### src/hdl/pdv_pkg.sv
// Shared widths and pipeline payload types for the perspective divide block.
`timescale 1ns / 1ps
package pdv_pkg;

  localparam int COORD_WIDTH_DEF = 32;
  localparam int NUM_W   = 62;  // rounded dividend magnitude
  localparam int DIV_W   = 33;  // divisor 2*|w|
  localparam int LANES   = 3;   // screen x, screen y, depth
  localparam int CFG_A_W = 3;
  localparam int CFG_D_W = 16;

  localparam logic [CFG_A_W-1:0] REG_VP_X = 3'd0;
  localparam logic [CFG_A_W-1:0] REG_VP_Y = 3'd1;
  localparam logic [CFG_A_W-1:0] REG_VP_W = 3'd2;
  localparam logic [CFG_A_W-1:0] REG_VP_H = 3'd3;
  localparam logic [CFG_A_W-1:0] REG_NEAR = 3'd4;
  localparam logic [CFG_A_W-1:0] REG_FAR  = 3'd5;

  typedef struct packed {
    logic [DIV_W-1:0] rem;
    logic [NUM_W-1:0] nq;   // dividend bits shift out, quotient bits shift in
  } lane_t;

  typedef struct packed {
    lane_t [LANES-1:0] lane;
    logic  [LANES-1:0] neg;
    logic  [DIV_W-1:0] dvs;
    logic              wz;
  } stage_t;

endpackage

### src/hdl/pdv_cell.sv
// Divider cell: one restoring quotient bit for each lane, then hand off.
`timescale 1ns / 1ps
module pdv_cell
  import pdv_pkg::*;
(
  input  logic   clk,
  input  logic   rst_n,
  input  logic   en,
  input  logic   in_v,
  input  stage_t in_s,
  output logic   out_v,
  output stage_t out_s
);

  logic   v_r;
  stage_t s_r;
  stage_t s_nxt;
  logic [DIV_W:0] t [LANES];
  logic [LANES-1:0] qb;

  always_comb begin
    s_nxt = in_s;
    for (int i = 0; i < LANES; i++) begin
      t[i]  = {in_s.lane[i].rem, in_s.lane[i].nq[NUM_W-1]};
      qb[i] = (t[i] >= {1'b0, in_s.dvs});
      s_nxt.lane[i].rem = qb[i] ? DIV_W'(t[i] - {1'b0, in_s.dvs}) : DIV_W'(t[i]);
      s_nxt.lane[i].nq  = {in_s.lane[i].nq[NUM_W-2:0], qb[i]};
    end
  end

  always_ff @(posedge clk) begin
    if (!rst_n) begin
      v_r <= 1'b0;
    end else if (en) begin
      v_r <= in_v;
    end
  end

  always_ff @(posedge clk) begin
    if (en) begin
      s_r <= s_nxt;
    end
  end

  assign out_v = v_r;
  assign out_s = s_r;

endmodule

### config.mk
export PLATFORM = sky130hd
export DESIGN_NAME = pdv_cell
export DESIGN_NICKNAME = d
export VERILOG_FILES = /design/src/hdl/pdv_pkg.sv /design/src/hdl/pdv_cell.sv
export SDC_FILE = /design/constraint.sdc
export NUM_CORES = 1
export LEC_CHECK = 0
export ABC_AREA = 1
export ABC_CLOCK_PERIOD_IN_PS = 1670
export BUFFER_PORTS_ARGS = -buffer_cell sky130_fd_sc_hd__buf_2
export CELL_PAD_IN_SITES_DETAIL_PLACEMENT = 1
export CELL_PAD_IN_SITES_GLOBAL_PLACEMENT = 1
export CORE_AREA = 2 2 249 251
export DETAILED_ROUTE_END_ITERATION = 6
export DIE_AREA = 0 0 251 253
export PLACE_DENSITY_LB_ADDON = 0.1
export SETUP_SLACK_MARGIN = 0.3
export SYNTH_ARGS = -nofsm -noshare
export SYNTH_HDL_FRONTEND = slang
export SYNTH_SLANG_ARGS = --single-unit
### constraint.sdc
create_clock -name clk -period 1.67 [get_ports clk]
set_input_delay 0.167 -clock clk [delete_from_list [all_inputs] [get_ports clk]]
set_output_delay 0.167 -clock clk [all_outputs]
set_load 0.1 [all_outputs]
# After elaboration in Yosys (flattened, before gate mapping)
# Index checks and enable logic that the tools add are counted.
[word_totals]
register_bits = 323
romBits = 0
latchBits = 0
inputBits = 326
n_memories = 0
ramBits = 0
[classes]
reduce_logical = 0
mux = 3
shift = 0
div = 0
n_bitwise = 0
n_mul = 0
n_addsub = 3
n_eq_ne = 0
n_lt_le_gt_ge = 3
[op_table]
columns = ["operator", "count"]
rows = [
  ["$ge 34x33->1", 3],
  ["$mux 33", 3],
  ["$sub 33x33->33", 3],
]

# Longest topological paths before layout
# Gate-level depths: netlist of the first run.
[depth]
word_depth = 2
mapped_depth = 15
depth_no_buf = 15

# Worst setup path before layout of the first run
# OpenSTA, ideal clock, no wires.
[synth_path]
path_kind = "input-to-reg"
start = "in in_s[98] (netlist name)"
end = "reg s_r (netlist bit out_s[130]) (data pin)"
path_buffers = 1
setup_ps = 253
stages = 13
arrival_time_ps = 1560
required_time_ps = 1417
slack_ps = -143
path_cell_list = "inv_1 -> ha_1 -> inv_1 -> fa_1 -> nand3_1 -> nand3_2 -> nand2_1 -> nand2_2 -> nand2_4 -> nand2_8 -> buf_8 -> nand3_1 -> nand2_1"
[synth_lines]
columns = ["element", "line_no", "text"]
rows = [
  ["from (decl)", "pdv_cell.sv:10", "input stage_t in_s,"],
  ["to (signal assigned)", "pdv_cell.sv:41", "s_r <= s_nxt;"],
  ["to (decl)", "pdv_cell.sv:16", "stage_t s_r;"],
]

==> impl_results.md, run 1 <==
* Inst Count DP at 4072
* Setup Viol. Count Final at 81
* Setup TNS at -3.324 ns
* Overall power at 35.95 mW
* Fin crit share at 1.107
* H-tree levels at 2
* Clk sink count at 323
* Height of the die at 253 microns
* GRT Overall Usage at 0.3691
* Max cap viols at 0
* Yosys warns at 0
* Kind of end point of the critical path: register
* Placed cell area at 26550 sq um
* HP Class: input pin to register
* Worst setup path class: input pin to register
* Routability cong. at 1.077
* Routed vias at 24200
* Seq/Total Area, Yosys at 0.4999
* Clock Root Buffer: clkbuf_16
* # nets final at 4171
* Non-Filler Instances at 4575
* Arr. time, crit path at 2.26 ns
* Layout area overhead at 89.43%
* DIE AREA at 63500 sq um
* TritonRoute pass-1 iters at 6
* CP Data Required Time at 2.08 ns
* Fmax at 541.0 MHz
* Rows at 91
* Synthesized cell area at 19380 sq um
* Met2 Track Usage GR at 0.6176
* Critical path peak fanout at 7
* Seq pwr share at 0.290
* Type of origin of the critical path: input pin
* Hold Path Depth at 4
* RSZ-0062 raised after global routing: yes
* Reg2reg start: out_v
* First-pass GRT wire length at 168900 microns
* Post-synth top area share at 0.4988
* GR Util met1 at 0.4601
* PortBufs at 648
* Largest area contributor in the netlist: edfxtp_1
* Largest net degree at the start of global routing at 75
* Slew at the pin closest to its max-slew limit at 0.5981 ns
* Worst vdd ir at 887.6 uV
* Final Hold Vio Count at 0
* DP HPWL at 86640 microns
* Clock buffer depth at 3
* Tmin final at 1.849 ns
* Share of cells above drive strength 1 at 0.5012
* Failing checks: negative setup slack
* Hold EP: out_s[196]
* DR WL/cell at 29.24 microns
* Most frequent cells in the layout: 609 x nand2_1, 541 x buf_2, 407 x buf_4
* CORE AREA at 61030 sq um
* Post-synth EDFFs at 322
* Syn_area_per_cell at 8.439 sq um
* FF-to-FF path depth at 3
* Netlist cell types at 34
* Total Wirelength at 133800 microns
* Sw power at 16.13 mW
* P_leak at 17.59 nW
* Min Hold Slack at 0.01179 ns
* Power Internal at 19.82 mW
* Busiest grt layer: met2
* Mapped Cells at 2297
* Reg2reg end: out_v
* Pwr Density at 979.1 nW/um^2
* Final worst slack at -0.1785 ns
* Starting Density at 0.3176
* #FFs+latches synth at 323
* Fillers at 6835
* Flop2flop setup slack at 0.41 ns
* GR Util met3 at 0.07072
* Antenna Nets Post-Route at 0
* CTS tree: yes
* Synth area leaders: edfxtp_1 50%, nand2_1 17%, inv_1 7.9%
* Iteration-0 DRC Markers at 1963
* Via/cell ratio at 5.290
* Pins Over Slew Limit at 0
* Outcome: finished with violations
* Die X at 251 microns
* Post-route cell area at 36720 sq um
* Reg clk slew, reported paths at 0.07 ns
* Switching Fraction at 0.4486
* Logic pwr share at 0.454
* Clock Skews at 0 ns
* Initial antenna violation count at 22
* Via count of the first global-routing pass at 24220
* Hold Crit Start: in_s[195]
* Relative slew slack at 0.6040
* Ys flop type: edfxtp_1
* Total gr overflow at 0
* Clock Latency Late Sink at 0.59 ns
* CTS Buf Count at 40
* Most common cell after layout, fill and taps aside: nand2_1
* DRC at 0
* I/O pin count at 649
* Clock power frac at 0.256
* Async SR Flop Fraction at 0
* Total nets after synthesis at 2725
==> state kept, by name, indices dropped and copies added, names as in the netlist <==
signal	cells
out_v	1
out_s	322
==> stage by stage <==
step           worst slack (ns)    util
2_1_floorplan           -0.1344       -
3_3_place_gp            -0.8571  0.4351
3_5_place_dp            -0.8672  0.4351
4_1_cts                 0.04255  0.5587
5_1_grt                 -0.1735  0.6012
6_report                -0.1785  0.6017
==> layout make-up <==
class                           count  area (sq um)  area share
Tap cell                          790         988.4     0.02692
Clock inverter                     22         227.7    0.006202
Multi-Input combinational cell   1543         11390      0.3101
Timing Repair Buffer             1425         11730      0.3195
Clock buffer                       48          1052     0.02866
Antenna cell                       14         35.03   0.0009541
Inverter                          410          1610     0.04385
Sequential cell                   323          9689      0.2639
==> cells in the mapped netlist (4+ instances only) <==
cell / count
nand3_1: 167
nor2_4: 4
ha_1: 99
buf_6: 5
nor2_1: 110
a21o_1: 6
nor3_1: 19
inv_2: 4
xor2_1: 39
or2_2: 7
nand3_2: 40
buf_4: 4
nor2_2: 15
nand2_2: 14
nand3b_1: 33
edfxtp_1: 322
nor3_2: 8
nand4_1: 6
nand2_1: 867
buf_2: 14
o21ai_0: 4
and2_1: 22
a21oi_1: 62
inv_1: 406
==> cells by family (layout without fill, tap and decap cells) <==
group                    Yosys count  after routing  share of synthesized area
XOR/XNOR                          42             42                    0.01898
flip-flops                       323            323                     0.4999
other                              0             14                          0
AO/OA/AOI/OAI                     74             74                    0.02020
buffers and inverters            438           1905                    0.09134
adder cells (fa/ha/maj)          102            102                    0.06700
AND/OR/NAND/NOR                 1318           1325                     0.3026
==> worst max path at each step <==
| stage | start | to | slack (ns) | cells after the start |
|---|---|---|---|---|
| after floorplan | in_s[30] | out_s[130] | -0.13 | 13 |
| after global placement | in_s[15] | out_s[312] | -0.86 | 14 |
| after detailed placement | in_s[15] | out_s[312] | -0.87 | 14 |
| after CTS | out_s[200] | out_s[200] | 0.04 | 1 |
| after global routing | in_s[4] | out_s[107] | -0.17 | 18 |
| final | in_s[15] | out_s[107] | -0.18 | 18 |
==> critical path: stages <==
cell and delay, ns:
buf_8 0.08, clkinvlp_4 0.08, buf_12 0.15, buf_6 0.12, ha_4 0.29, nand2_4 0.07
buf_6 0.12, nor2_4 0.13, nand2_2 0.06, inv_2 0.07, nand2_2 0.08, nand2_4 0.10
nand2_8 0.10, buf_12 0.16, buf_12 0.13, nand2_8 0.11, nand2_2 0.06, nand2_1 0.15
==> timing repair <==
action	4_1_cts	5_1_grt
pin swaps	104	174
resized for setup	456	648
endpoints found under the hold margin	301	0
buffers inserted	64	33
endpoints found under the setup margin	425	425
hold buffers	300	0
cloned	14	8
==> layer usage <==
layer / wire length [microns] / vias to the layer above
li1: - / 10290
met1: 50770 / 12030
met2: 62720 / 1399
met3: 10410 / 478
met4: 9831 / 8
met5: 46 / -
==> power by group through the flow <==
stage / clock network [mW] / logic (mW) / registers [mW]
2_1_floorplan: 0 / 2.77 / 16.2
3_3_place_gp: 0 / 12.5 / 10.4
3_5_place_dp: 0 / 12.7 / 10.4
4_1_cts: 9.04 / 14.5 / 10.3
5_1_grt: 9.49 / 16.7 / 10.5
6_report: 9.22 / 16.3 / 10.4
Note: power is estimated with default switching activity, not from simulation.
==> run 2: changes to the inputs <==
--- a/config.mk
+++ b/config.mk
@@ -6,13 +6,13 @@
 export NUM_CORES = 1
 export LEC_CHECK = 0
 export ABC_AREA = 1
-export ABC_CLOCK_PERIOD_IN_PS = 1670
+export ABC_CLOCK_PERIOD_IN_PS = 2300
 export BUFFER_PORTS_ARGS = -buffer_cell sky130_fd_sc_hd__buf_2
 export CELL_PAD_IN_SITES_DETAIL_PLACEMENT = 1
 export CELL_PAD_IN_SITES_GLOBAL_PLACEMENT = 1
-export CORE_AREA = 2 2 249 251
+export CORE_AREA = 2 2 251 253
 export DETAILED_ROUTE_END_ITERATION = 6
-export DIE_AREA = 0 0 251 253
+export DIE_AREA = 0 0 253 255
 export PLACE_DENSITY_LB_ADDON = 0.1
 export SETUP_SLACK_MARGIN = 0.3
 export SYNTH_ARGS = -nofsm -noshare
==> constraint.sdc (replaced) <==
create_clock -name clk -period 2.3 [get_ports clk]
set_input_delay 0.23 -clock clk [delete_from_list [all_inputs] [get_ports clk]]
set_output_delay 0.23 -clock clk [all_outputs]
set_load 0.1 [all_outputs]
==> run 2 against run 1 <==
Net effect:
- the run now ends clean
- register-to-register slack better by 0.61 ns
- non-clock buffer count fell by 206
- final area decreased by 17%
- via count shrank 13%
- global-route usage decreased by 4.2 points
- clock-buffer cell count did not move
- final cell count is 4.5% lower
==> impl_results.md, run 2 (synthesis results as in run 1) <==
* Final worst slack at 0.3609 ns (was -0.1785 ns)
* Inst Count DP at 4013 (was 4072)
* GR Util met1 at 0.4167 (was 0.4601)
* Placed cell area at 26010 sq um (was 26550 sq um)
* Reg clk slew, reported paths at 0.07 ns (about the same)
* Setup TNS at 0 ns (was -3.324 ns)
* Setup Viol. Count Final at 0 (was 81)
* # nets final at 3959 (was 4171)
* Non-Filler Instances at 4369 (was 4575)
* RSZ-0062 raised after global routing: yes (unchanged)
* Die X at 253 microns (was 251 microns)
* Starting Density at 0.3118 (was 0.3176)
* Min Hold Slack at 0.02099 ns (was 0.01179 ns)
* P_leak at 15.56 nW (was 17.59 nW)
* Antenna Nets Post-Route at 0 (unchanged)
* Most frequent cells in the layout: 863 x nand2_1, 645 x buf_2, 401 x inv_1 (was 609 x nand2_1, 541 x buf_2, 407 x buf_4)
* Total gr overflow at 0 (unchanged)
* Critical path peak fanout at 32 (was 7)
* H-tree levels at 2 (unchanged)
* Met2 Track Usage GR at 0.5439 (was 0.6176)
* Outcome: completed (was finished with violations)
* Clock buffer depth at 3 (unchanged)
* Most common cell after layout, fill and taps aside: nand2_1 (unchanged)
* Clock Skews at 0 ns (unchanged)
* Pins Over Slew Limit at 0 (unchanged)
* Via count of the first global-routing pass at 21790 (was 24220)
* Tmin final at 1.939 ns
* Slew at the pin closest to its max-slew limit at 0.7200 ns (was 0.5981 ns)
* Post-route cell area at 30460 sq um (was 36720 sq um)
* DP Worst Slack at -0.2900 ns (was -0.8672 ns)
* Largest net degree at the start of global routing at 54 (was 75)
* Worst setup path class: input pin to register (unchanged)
* Max cap viols at 0 (unchanged)
* Iteration-0 DRC Markers at 1399 (was 1963)
* Final Hold Vio Count at 0 (unchanged)
* Kind of end point of the critical path: register (unchanged)
* Layout area overhead at 57.16% (was 89.43%)
* Max incr delay on CP at 0.33 ns (was 0.29 ns)
* Routability cong. at 1.022 (was 1.077)
* TritonRoute pass-1 iters at 5 (was 6)
* Worst path most repeated cell: nand2_1
* Initial antenna violation count at 30 (was 22)
* CTS Buf Count at 40 (unchanged)
* Arr. time, crit path at 2.27 ns (was 2.26 ns)
* HP Class: input pin to register (unchanged)
* Clock Root Buffer: clkbuf_16 (unchanged)
* Slowest cell on crit path: ha_1 (was ha_4)
* CTS tree: yes (unchanged)
* GR Util met3 at 0.06285 (was 0.07072)
* Clk sink count at 323 (unchanged)
* Routed vias at 21050 (was 24200)
* Clock Latency Late Sink at 0.56 ns (was 0.59 ns)
* CORE AREA at 62160 sq um (was 61030 sq um)
* DIE AREA at 64520 sq um (was 63500 sq um)
* I/O pin count at 649 (unchanged)
* Rows at 92 (was 91)
* Share of cells above drive strength 1 at 0.3204 (was 0.5012)
* DR WL/cell at 24.97 microns (was 29.24 microns)
* PortBufs at 648 (unchanged)
* DP HPWL at 86420 microns (was 86640 microns)
* First-pass GRT wire length at 150600 microns (was 168900 microns)
* Fmax at 515.7 MHz
* Type of origin of the critical path: input pin (unchanged)
* DRC at 0 (unchanged)
* Total Wirelength at 109100 microns (was 133800 microns)
* Cell breakdown of the critical path: buf_2 > inv_1 > buf_12 > ha_1 > nand2_1 > nor2_1 > nand2_1 > inv_1 > nand2_2 > nand2_2 > nand2_4 > buf_12 > nand3_1 > nand2_1 (was buf_8 > clkinvlp_4 > buf_12 > buf_6 > ha_4 > nand2_4 > buf_6 > nor2_4 > nand2_2 > inv_2 > nand2_2 > nand2_4 > nand2_8 > buf_12 > buf_12 > nand2_8 > nand2_2 > nand2_1)
* CP Data Required Time at 2.63 ns (was 2.08 ns)
* Max FFs per register at 322 (unchanged)
* Pwr Density at 788.0 nW/um^2 (was 979.1 nW/um^2)
* Worst vdd ir at 601.1 uV (was 887.6 uV)
* Fin crit share at 0.8431
* Height of the die at 255 microns (was 253 microns)
* GRT Overall Usage at 0.3271 (was 0.3691)
* Via/cell ratio at 4.818 (was 5.290)
* Relative slew slack at 0.5200 (was 0.6040)
* Busiest grt layer: met2 (unchanged)
-- run 2: critical path, delay by kind of cell --
family / cells / cell delay [ns]
buf+inv: 5 / 0.66
fa+ha+maj: 1 / 0.33
simple gates: 8 / 1.03
-- run 2: repair_timing --
item                                    in CTS  in global routing
endpoints found under the hold margin      266                  1
gates resized for setup                      0                 40
endpoints found under the setup margin       0                 99
buffers inserted                             0                  6
hold buffers                               267                  1
-- run 2: power by group --
| part | switching, mW | internal, mW | leakage [nW] | total (mW) |
|---|---|---|---|---|
| clock network | 2.81 | 4.07 | 0.672 | 6.88 |
| registers | 0.268 | 7.21 | 3.16 | 7.48 |
| logic | 7.29 | 2.35 | 11.7 | 9.64 |
| total | 10.4 | 13.6 | 15.6 | 24.0 |
-- run 2: stage by stage --
step | utilization | total power [mW]
2_1_floorplan | - | 13.78
5_1_grt | 0.4899 | 24.79
3_3_place_gp | 0.4184 | 16.52
4_1_cts | 0.4835 | 23.91
6_report | 0.4901 | 24.00
3_5_place_dp | 0.4184 | 16.62
-- run 2: final timing paths --
path / start / to / slack [ns] / depth (start not counted)
setup / recovery: in_s[11] / out_s[301] / 0.36 / 14
hold reg to reg: out_v / out_v / 1.17 / 3
setup reg to reg: out_v / out_v / 1.02 / 3
hold / removal: in_s[211] / out_s[212] / 0.02 / 3
-- run 2: per-layer routing --
metal	share of wire	vias to the layer above
li1	-	9814
met1	0.42	10300
met2	0.47	735
met3	0.062	187
met4	0.048	12
met5	0.00068	-
-- run 2: layout make-up --
| class | count | area, sq um |
|---|---|---|
| Fill cell | 7547 | 31700 |
| Clock inverter | 24 | 316.6 |
| Clock buffer | 48 | 1052 |
| Tap cell | 799 | 999.7 |
| Inverter | 410 | 1558 |
| Multi-Input combinational cell | 1537 | 8153 |
| Timing Repair Buffer | 1219 | 8672 |
| Sequential cell | 323 | 9689 |
| Antenna cell | 9 | 22.52 |
