$ cat src/hdl/pdv_pkg.sv
// Shared widths and pipeline payload types for the perspective divide block.
`timescale 1ns / 1ps
package pdv_pkg;

  localparam int COORD_WIDTH_DEF = 32;
  localparam int NUM_W   = 62;  // rounded dividend magnitude
  localparam int DIV_W   = 33;  // divisor 2*|w|
  localparam int LANES   = 3;   // screen x, screen y, depth
  localparam int CFG_A_W = 3;
  localparam int CFG_D_W = 16;

  localparam logic [CFG_A_W-1:0] REG_VP_X = 3'd0;
  localparam logic [CFG_A_W-1:0] REG_VP_Y = 3'd1;
  localparam logic [CFG_A_W-1:0] REG_VP_W = 3'd2;
  localparam logic [CFG_A_W-1:0] REG_VP_H = 3'd3;
  localparam logic [CFG_A_W-1:0] REG_NEAR = 3'd4;
  localparam logic [CFG_A_W-1:0] REG_FAR  = 3'd5;

  typedef struct packed {
    logic [DIV_W-1:0] rem;
    logic [NUM_W-1:0] nq;   // dividend bits shift out, quotient bits shift in
  } lane_t;

  typedef struct packed {
    lane_t [LANES-1:0] lane;
    logic  [LANES-1:0] neg;
    logic  [DIV_W-1:0] dvs;
    logic              wz;
  } stage_t;

endpackage

$ cat src/hdl/pdv_back.sv
// Back end: sign, viewport offset, saturation and the output register.
`timescale 1ns / 1ps
module pdv_back
  import pdv_pkg::*;
#(
  parameter int COORD_WIDTH = COORD_WIDTH_DEF
) (
  input  logic        clk,
  input  logic        rst_n,
  input  logic        en,
  input  logic        in_v,
  input  stage_t      in_s,
  input  logic [12:0] vx,
  input  logic [12:0] vy,
  input  logic [13:0] vw,
  input  logic [13:0] vh,
  output logic        out_v,
  output logic [31:0] sx,
  output logic [31:0] sy,
  output logic [15:0] dep,
  output logic        wz
);

  localparam logic signed [63:0] SAT_HI = (64'sd1 <<< (COORD_WIDTH - 1)) - 64'sd1;
  localparam logic signed [63:0] SAT_LO = -SAT_HI - 64'sd1;

  logic        v_r;
  logic [31:0] sx_r, sy_r;
  logic [15:0] dep_r;
  logic        wz_r;

  logic signed [63:0] q [LANES];
  logic signed [63:0] fx, fy, cx, cy;
  logic [31:0]        sx_nxt, sy_nxt;
  logic [15:0]        dep_nxt;

  always_comb begin
    for (int i = 0; i < LANES; i++) begin
      q[i] = in_s.neg[i] ? -$signed({2'b0, in_s.lane[i].nq})
                         :  $signed({2'b0, in_s.lane[i].nq});
    end
    fx = q[0] + $signed({35'd0, vx, 16'd0}) + $signed({35'd0, vw, 15'd0});
    fy = q[1] + $signed({35'd0, vy, 16'd0}) + $signed({35'd0, vh, 15'd0});
    priority if (fx > SAT_HI) cx = SAT_HI;
    else if (fx < SAT_LO)     cx = SAT_LO;
    else                      cx = fx;
    priority if (fy > SAT_HI) cy = SAT_HI;
    else if (fy < SAT_LO)     cy = SAT_LO;
    else                      cy = fy;
    priority if (q[2] < 64'sd0)     dep_nxt = 16'd0;
    else if (q[2] > 64'sd65535)     dep_nxt = 16'hFFFF;
    else                            dep_nxt = q[2][15:0];
    sx_nxt = cx[31:0];
    sy_nxt = cy[31:0];
    if (in_s.wz) begin
      sx_nxt  = '0;
      sy_nxt  = '0;
      dep_nxt = '0;
    end
  end

  always_ff @(posedge clk) begin
    if (!rst_n) begin
      v_r <= 1'b0;
    end else if (en) begin
      v_r <= in_v;
    end
  end

  always_ff @(posedge clk) begin
    if (en) begin
      sx_r  <= sx_nxt;
      sy_r  <= sy_nxt;
      dep_r <= dep_nxt;
      wz_r  <= in_s.wz;
    end
  end

  assign out_v = v_r;
  assign sx    = sx_r;
  assign sy    = sy_r;
  assign dep   = dep_r;
  assign wz    = wz_r;

endmodule

$ cat config.mk
export PLATFORM = sky130hd
export DESIGN_NAME = pdv_back
export DESIGN_NICKNAME = d
export VERILOG_FILES = /design/src/hdl/pdv_pkg.sv /design/src/hdl/pdv_back.sv
export SDC_FILE = /design/constraint.sdc
export NUM_CORES = 1
export LEC_CHECK = 0
export ABC_AREA = 1
export BUFFER_PORTS_ARGS = -buffer_cell sky130_fd_sc_hd__buf_2
export CAP_MARGIN = 20
export CELL_PAD_IN_SITES_DETAIL_PLACEMENT = 0
export CELL_PAD_IN_SITES_GLOBAL_PLACEMENT = 1
export CORE_MARGIN = 2
export CORE_UTILIZATION = 32
export CTS_CLUSTER_SIZE = 20
export DETAILED_ROUTE_END_ITERATION = 8
export GPL_ROUTABILITY_DRIVEN = 0
export PLACE_DENSITY_LB_ADDON = 0.1
export SLEW_MARGIN = 20
export SYNTH_ARGS = -nofsm -noshare
export SYNTH_HDL_FRONTEND = slang
export SYNTH_SLANG_ARGS = --single-unit
$ cat constraint.sdc
create_clock -name clk -period 5.7 [get_ports clk]
set_clock_uncertainty 0.05 [all_clocks]
set_input_delay 1.14 -clock clk [delete_from_list [all_inputs] [get_ports clk]]
set_output_delay 1.14 -clock clk [all_outputs]
set_load 0.05 [all_outputs]
-- After elaboration in Yosys (flattened, before gate mapping)
Index checks and enable logic that the tools add are counted.
- logic and storage cells: 31
- output and inout bits: 82
- bits in registers: 82
- input port bits: 380
- muxes and demuxes: 8
- add/sub/neg operators: 7
- reductions and logical operators: 3
- order comparisons: 6
- operator list (kind ; number):
    $add A64 B30 Y64 ; 4
    $mux W64 ; 3
    $neg A62 Y64 ; 3
    $gt A64 B32 Y1 const B ; 2
    $lt A64 B32 Y1 const B ; 2
    $gt A64 B17 Y1 const B ; 1
    $lt A64 B1 Y1 const B ; 1
    $mux W32 ; 2
    $mux W31 ; 2
    $mux W16 ; 1
    $reduce_or A2 Y1 ; 3

-- Logic depth before layout (Yosys ltp)
Gate-level depths: netlist (run 1).
- depth in word-level cells: 7
- gate-level depth with buffers: 35
- mapped depth without buffers: 33

-- Worst setup path before layout (run 1)
Ideal clock, no wire load.
- path kind: input -> register
- from: in in_s[35] (netlist bit)
- to: reg sy_r[0], in the netlist sy[0] (data pin)
- stages: 29
- data arrival time: 5.069 ns
- setup slack: 0.301 ns
- buffers on the path: 6
- path through: buf_4 > buf_4 > buf_2 > buf_2 > clkbuf_1 > o21ai_0 > xnor2_1 > fa_1 > ha_1 > nand2_1 > nor2_1 > nand3_1 > nand3_1 > nand2_1 > inv_1 > nand3_1 > nand3_1 > nand3_2 > nor2_1 > nand2_1 > nand2_1 > nand2_1 > nor2_1 > nand2_1 > nor3_1 > nand2_1 > nand2_2 > buf_6 > a21oi_2
- longest elaborated chain between the ends: 6
- ends and longest elaborated chain (what ; line ; RTL):
    from (decl) ; pdv_back.sv:12 ; input stage_t in_s,
    $mux W64 (*) ; pdv_back.sv:39 ; q[i] = in_s.neg[i] ? -$signed({2'b0, in_s.lane[i].nq})
    $add A64 B30 Y64 (*) (2 in a row) ; pdv_back.sv:43 ; fy = q[1] + $signed({35'd0, vy, 16'd0}) + $signed({35'd0, vh, 15'd0});
    $lt A64 B32 Y1 ; pdv_back.sv:48 ; else if (fy < SAT_LO) cy = SAT_LO;
    $mux W32 ; pdv_back.sv:48 ;
    $mux W31 (*) ; pdv_back.sv:47 ; priority if (fy > SAT_HI) cy = SAT_HI;
    to (signal assigned) ; pdv_back.sv:73 ; sy_r <= sy_nxt;
    to (decl) ; pdv_back.sv:28 ; logic [31:0] sx_r, sy_r;
Every way passes the cells marked *; elsewhere a longest branch is shown, timed or not.
A chain may end at the register's enable or synchronous reset.

-- Worst setup path in the final report (run 1)
- from: in in_s[37] (netlist bit)
- to: reg sx_r[29], in the netlist sx[29] (data pin)
- longest elaborated chain between the ends: 7
- ends and longest elaborated chain (what ; line ; RTL):
    $neg A62 Y64 ; pdv_back.sv:39 ;
    $mux W64 (*) ; pdv_back.sv:39 ;
    $add A64 B30 Y64 (*) (2 in a row) ; pdv_back.sv:42 ; fx = q[0] + $signed({35'd0, vx, 16'd0}) + $signed({35'd0, vw, 15'd0});
    $lt A64 B32 Y1 ; pdv_back.sv:45 ; else if (fx < SAT_LO) cx = SAT_LO;
    $mux W32 ; pdv_back.sv:45 ;
    $mux W31 (*) ; pdv_back.sv:44 ; priority if (fx > SAT_HI) cx = SAT_HI;
    to (signal assigned) ; pdv_back.sv:72 ; sx_r <= sx_nxt;
    to (decl) ; pdv_back.sv:28 ;
Marked as above.

==> results of run 1 <==
[state kept, by name, summed over array words and instances (netlist names)]
name,count
wz,1
sy,32
sx,32
out_v,1
dep,16
[through the flow]
stage | instances | setup TNS (ps)
after global placement | 3791 | -20890
final | 3816 | 0
after CTS | 3807 | 0
after detailed placement | 3791 | -22700
after global routing | 3816 | -1351
after floorplan | 2630 | 0
[power breakdown]
part | total [mW] | switching [mW] | leakage, nW | internal (mW)
Combinational | 1.94 | 1.19 | 8.96 | 0.756
Clock | 0.566 | 0.267 | 0.135 | 0.299
Sequential | 0.734 | 0.0145 | 0.784 | 0.719
[cells in the final DEF, fill, tap and decap left out, drive strengths merged, types with 8 or more instances in the layout]
cell type / n
a21oi: 113
a31oi: 8
buf: 603
clkbuf: 13
edfxtp: 81
fa: 28
ha: 33
inv: 344
nand2: 934
nand3: 215
nand3b: 15
nand4: 64
nor2: 452
nor3: 31
nor4: 21
o21ai: 77
xnor2: 54
xor2: 86
[critical path, delay by kind of cell]
kind	cells	cell delay, ps
AND/OR/NAND/NOR	14	1680
XOR/XNOR	1	260
buffers and inverters	9	920
adder cells (fa/ha/maj)	2	840
AO/OA/AOI/OAI	4	660
[layout make-up]
cell class	instances	area, um2
multi-input combinational	2158	11580
tap	607	759.5
fill	5164	26510
antenna	1	2.502
sequential	82	2452
inverter	345	1295
clock buffer	9	225.2
clock inverter	7	53.80
timing repair buffer	607	3867
[cell usage after synthesis (all sizes together) (16+ instances only)]
| library cell | count |
|---|---|
| edfxtp | 81 |
| xor2 | 86 |
| o21ai | 77 |
| ha | 33 |
| nor3 | 31 |
| a21oi | 113 |
| nand4 | 64 |
| nor2 | 452 |
| inv | 342 |
| buf | 29 |
| nor4 | 21 |
| nand2 | 934 |
| nand3 | 215 |
| fa | 28 |
| xnor2 | 54 |
| clkbuf | 16 |
[cells by family (layout without fill, tap and decap cells)]
group                      count (synthesis)  in the layout  share of synthesized area
AOI/OAI and AO/OA                        211            211                    0.08156
xor gates and xnor gates                 140            140                    0.08057
adders and majority gates                 61             61                    0.06396
buffers and inverters                    390            968                     0.1051
DFF                                       82             82                     0.1611
other                                      0              1                          0
and+or+nand+nor                         1746           1746                     0.5077
[path summary, 6_finish.rpt]
kind,start,end,slack [ps],depth (start not counted)
worst min-delay path,out_v$_SDFFE_PN0P_,out_v$_SDFFE_PN0P_,500,2
worst min register to register,out_v$_SDFFE_PN0P_,out_v$_SDFFE_PN0P_,500,2
worst max-delay path,in_s[37],sx[29]$_SDFFCE_PP0P_,210,30
worst max register to register,out_v$_SDFFE_PN0P_,out_v$_SDFFE_PN0P_,5010,2
[routing by layer]
| layer | part of all wire | vias to the layer above | track usage |
|---|---|---|---|
| li1 | - | 9503 | - |
| met1 | 0.47 | 8564 | 0.3487 |
| met2 | 0.46 | 540 | 0.4210 |
| met3 | 0.052 | 48 | 0.01842 |
| met4 | 0.018 | 0 | 0.05187 |
| met5 | 0 | - | 0 |
[repair_timing]
action / in CTS / in global routing
resized for setup: 3 / 102
gates cloned: 0 / 6
pin swaps: 0 / 19
buffers inserted: 0 / 2
endpoints found under the setup margin: 48 / 62
==> results.json, run 1 <==
{
  "leakage_nw": 9.882,
  "tightest_slew_ps": 909.9,
  "via_count": 18660,
  "cpPeakStageDelay_ps": 490,
  "grt.overflow.total": 0,
  "cp_slowest_cell": "fa_1",
  "drt_iter0_drc": 1407,
  "drive_above_1_share": 0.2809,
  "cts_hold_buf": 0,
  "worstPathArrival_ps": 5490,
  "grtUsageTotal": 0.2497,
  "placed_cell_area_mm2": 0.01940,
  "vias_per_cell": 4.889,
  "yosys_register_bits": 82,
  "clock_sinks": 82,
  "synth_ff_type": "edfxtp_1",
  "hold_path.class": "reg2reg",
  "worstSetupStartpointType": "input pin",
  "worst-setup-path-type": "in2reg",
  "maxCapViolations": 0,
  "fin_area_mm2": 0.02024,
  "cp_max_fo": 8,
  "syn-cell-area_mm2": 0.01522,
  "io_pins": 462,
  "fin_hold_ws_ps": 504.5,
  "dpl_worst_slack_ps": -426.4,
  "dp.final_hpwl_mm": 55.26,
  "io_buffers": 329,
  "grt_pass1_vias": 17380,
  "cts_made_buffers": 9,
  "layout_setup_ws_ps": 211.6,
  "period_share": 0.9629,
  "ys_seq_area_frac": 0.1611,
  "setup_violations": 0,
  "syn2layout_area_growth_pct": 32.99,
  "p_per_area_mw_per_mm2": 160.1,
  "cp-end-kind": "register",
  "antenna_found_initial": 4,
  "relSlewSlack": 0.3934,
  "die_w_um": 222.1,
  "final_util": 0.4329,
  "ctsLongestPathBuffers": 2,
  "slew_viol_final": 0,
  "wl_per_cell_um": 16.86,
  "fp-row-count": 79,
  "status": "finished, final reports clean",
  "cts-root-buf": "clkbuf_16",
  "synth_edf_count": 81,
  "synth.distinct_cells": 45,
  "initial_core_util": 0.3255,
  "fin_crit_ps": 5488,
  "die_area_mm2": 0.04932,
  "cts_tree": "done",
  "worstPathRequired_ps": 5710,
  "clock.fmax_mhz": 182.2,
  "synth_top_area_frac": 0.2099,
  "grt_pass1_wl_mm": 96.89,
  "antenna_left": 0,
  "dr.pass1.iters": 7,
  "path_clk_slew_ps": 70,
  "final_nets": 3644,
  "synth.area.top_cells": "nand2_1, edfxtp_1, nor2_1",
  "cts.htree.levels": 3,
  "irDropWorstVdd_mv": 0.1139,
  "synth-async-reset-ratio": 0,
  "routed_wl_mm": 64.34,
  "finalPower_mw": 3.240,
  "die_y_um": 222.1,
  "avgSynthCellArea_um2": 5.786,
  "yosys.area.top_type": "nand2_1",
  "yosysWarnings": 0,
  "core_mm2": 0.04675,
  "clk_latency_ps": 360,
  "drc": 0,
  "grt_max_degree": 65,
  "syn_inst": 2630,
  "mappedNetlistNets": 3071,
  "hold_viol_final": 0
}
No activity file was read; power rests on OpenSTA's default activity.
==> run 2, diff against run 1 <==
--- a/config.mk
+++ b/config.mk
@@ -5,13 +5,11 @@
 export SDC_FILE = /design/constraint.sdc
 export NUM_CORES = 1
 export LEC_CHECK = 0
-export ABC_AREA = 1
-export BUFFER_PORTS_ARGS = -buffer_cell sky130_fd_sc_hd__buf_2
+export BUFFER_PORTS_ARGS = -buffer_cell sky130_fd_sc_hd__buf_4
 export CAP_MARGIN = 20
 export CELL_PAD_IN_SITES_DETAIL_PLACEMENT = 0
 export CELL_PAD_IN_SITES_GLOBAL_PLACEMENT = 1
-export CORE_MARGIN = 2
-export CORE_UTILIZATION = 32
+export CORE_UTILIZATION = 33
 export CTS_CLUSTER_SIZE = 20
 export DETAILED_ROUTE_END_ITERATION = 8
 export GPL_ROUTABILITY_DRIVEN = 0
==> results.json, run 2 <==
{
  "synth_edf_count": 81,
  "yosysWarnings": 0,
  "crit_family": "simple AND/OR/NAND/NOR gates",
  "hold_viol_final": 0,
  "fp-row-count": 70,
  "cts_hold_buf": 0,
  "drt_iter0_drc": 868,
  "period_share": 1.177,
  "antenna_found_initial": 0,
  "p_seq_frac": 0.212,
  "irDropWorstVdd_mv": 0.1218,
  "tightest_slew_ps": 648.1,
  "dr.pass1.iters": 7,
  "num_antenna_cells": 0,
  "grt_max_degree": 54,
  "layout_setup_ws_ps": -1010,
  "swShare": 0.4079,
  "cpPeakStageDelay_ps": 530,
  "die_y_um": 195.0,
  "grtUsageTotal": 0.2700,
  "clockPowerShare": 0.174,
  "setup_violations": 64,
  "met3_wirelength_mm": 2.736,
  "slew_viol_final": 0,
  "status": "complete, but fails checks",
  "ys_seq_area_frac": 0.1995,
  "final_util": 0.5529,
  "mappedNetlistNets": 1979,
  "drc": 0,
  "p_per_area_mw_per_mm2": 181.1,
  "cts.htree.levels": 3,
  "synth-async-reset-ratio": 0,
  "cts_made_buffers": 9,
  "grt.overflow.total": 0,
  "wl_met1_mm": 24.27,
  "grt_pass1_wl_mm": 81.25,
  "io_buffers": 329,
  "final_nets": 2714,
  "synth-simple-area-share": 0.2854,
  "synth_top_family_by_area": "simple AND/OR/NAND/NOR gates",
  "wl_per_cell_um": 19.37,
  "synth_ff_type": "edfxtp_1",
  "synthTopCellsByCount": "nor2_1, xnor2_1, xor2_1",
  "final_common_cell": "buf_4",
  "pwr-share-comb": 0.614,
  "cts_tree": "done",
  "io_pins": 462,
  "die_w_um": 195.0,
  "yosys.area.top_type": "edfxtp_1",
  "via_count": 15320,
  "hold_path.class": "reg2reg",
  "cp-end-kind": "register",
  "syn2layout_area_growth_pct": 64.67,
  "synth_mux_area_frac": 0.01435,
  "violations": "negative setup slack",
  "dr_wl_met2_mm": 25.06,
  "final_cell_mix": "buf_4, nor2_1, xnor2_1, xor2_1, nand2_1",
  "fin_crit_ps": 6710,
  "worst-setup-path-type": "in2reg",
  "syn_inst": 1538,
  "synth_compound_area_frac": 0.2378,
  "cts-root-buf": "clkbuf_16",
  "p_int_mw": 2.171,
  "avgSynthCellArea_um2": 7.992,
  "clk_latency_ps": 340,
  "finalPower_mw": 3.666,
  "synth.most_common_cell": "nor2_1",
  "dp.final_hpwl_mm": 43.00,
  "path_clk_slew_ps": 60,
  "yosys_register_bits": 82,
  "synth.distinct_cells": 96,
  "cp_slowest_cell": "or4_4",
  "routed.top_layer": "met4",
  "core_mm2": 0.03661,
  "crit_buf_inv": 7,
  "yosys.area_share.adder": 0.07919,
  "syn-cell-area_mm2": 0.01229,
  "relSlewSlack": 0.5680,
  "clock_sinks": 82,
  "final.fill_count": 3448,
  "routed_wl_mm": 53.17,
  "rsz0062_at_grt": "yes",
  "initial_core_util": 0.3357,
  "synth.area.top_cells": "edfxtp_1, xnor2_1, xor2_1",
  "ctsLongestPathBuffers": 2,
  "worstSetupStartpointType": "input pin",
  "synth_top_area_frac": 0.1979,
  "drive_above_1_share": 0.4466,
  "maxCapViolations": 0,
  "clock.fmax_mhz": 149.0,
  "vias_per_cell": 5.582,
  "die_area_mm2": 0.03802,
  "worstPathRequired_ps": 5750,
  "antenna_left": 0,
  "cp_max_fo": 8,
  "worstPathArrival_ps": 6760,
  "leakage_nw": 8.213,
  "synth-xor-area-share": 0.1461,
  "p_sw_mw": 1.495,
  "grt_pass1_vias": 14840
}
run 2: cell count changes in the layout (fill, tap and decap cells not counted), sizes merged, moves of 39 or more:
cell	change
a21oi	-56
buf	+187
inv	-305
nand2	-837
nand3	-169
nor2	-293
o21ai	+48
o41ai	+42
or3	+39
or4	+39
xnor2	+53
run 2: worst paths after layout:
check,end,slack [ps],depth (start not counted),from
setup / recovery,sx[3]$_SDFFCE_PP0P_,-1010,27,in_s[38]
hold / removal,out_v$_SDFFE_PN0P_,480,2,out_v$_SDFFE_PN0P_
setup reg to reg,out_v$_SDFFE_PN0P_,5060,2,out_v$_SDFFE_PN0P_
hold reg to reg,out_v$_SDFFE_PN0P_,480,2,out_v$_SDFFE_PN0P_
run 2: repair_timing:
item / 4_1_cts / 5_1_grt
setup endpoints to repair: 64 / 64
gates resized for setup: 125 / 82
setup buffers: 38 / 20
cloned: 7 / 1
pin swaps: 74 / 37
run 2: cell families after synthesis:
logic type / Yosys count
simple gates: 636
compound gates: 430
xor+xnor: 205
buf+inv: 107
flops: 82
fa+ha+maj: 61
mux: 17
run 2: final cells by class:
type | instances | area [um2] | area share
Clock buffer | 9 | 225.2 | 0.01113
Clock inverter | 6 | 91.34 | 0.004513
Inverter | 40 | 165.2 | 0.008160
Multi-Input combinational cell | 1349 | 10360 | 0.5119
Sequential cell | 82 | 2452 | 0.1212
Tap cell | 468 | 585.6 | 0.02893
Timing Repair Buffer | 791 | 6360 | 0.3142
run 2: worst register-to-register path, cell delays in order, from the launching register on:
cell     delay [ps]
dfxtp_1         310
mux2i_1         120
nor2b_1          60
run 2: power by group through the flow:
| stage | combinational [mW] | sequential, mW | clock [mW] |
|---|---|---|---|
| finish | 2.25 | 0.776 | 0.640 |
| global route | 2.41 | 0.779 | 0.669 |
| CTS | 2.15 | 0.776 | 0.648 |
| detailed placement | 2.00 | 0.788 | 0 |
| global placement | 1.98 | 0.789 | 0 |
| floorplan | 0.867 | 1.00 | 0 |
run 2: per-stage QoR:
step                instances  setup TNS [ps]  instance area [um2]  hold WS (ps)  setup WS (ps)
global route             2745          -68890                20240         520.3          -1188
global placement         2671          -89960                18460         453.9          -1454
finish                   2745          -54340                20240         477.8          -1010
floorplan                1538          -65890                12600         692.9          -1117
detailed placement       2671          -95350                18460         468.2          -1593
CTS                      2731          -53220                19800         482.0         -959.5
run 2: metal layers:
layer,track usage,vias to the layer above
met1,0.3737,7354
met5,0,-
li1,-,7411
met2,0.4532,495
met4,0.06766,0
met3,0.02090,63
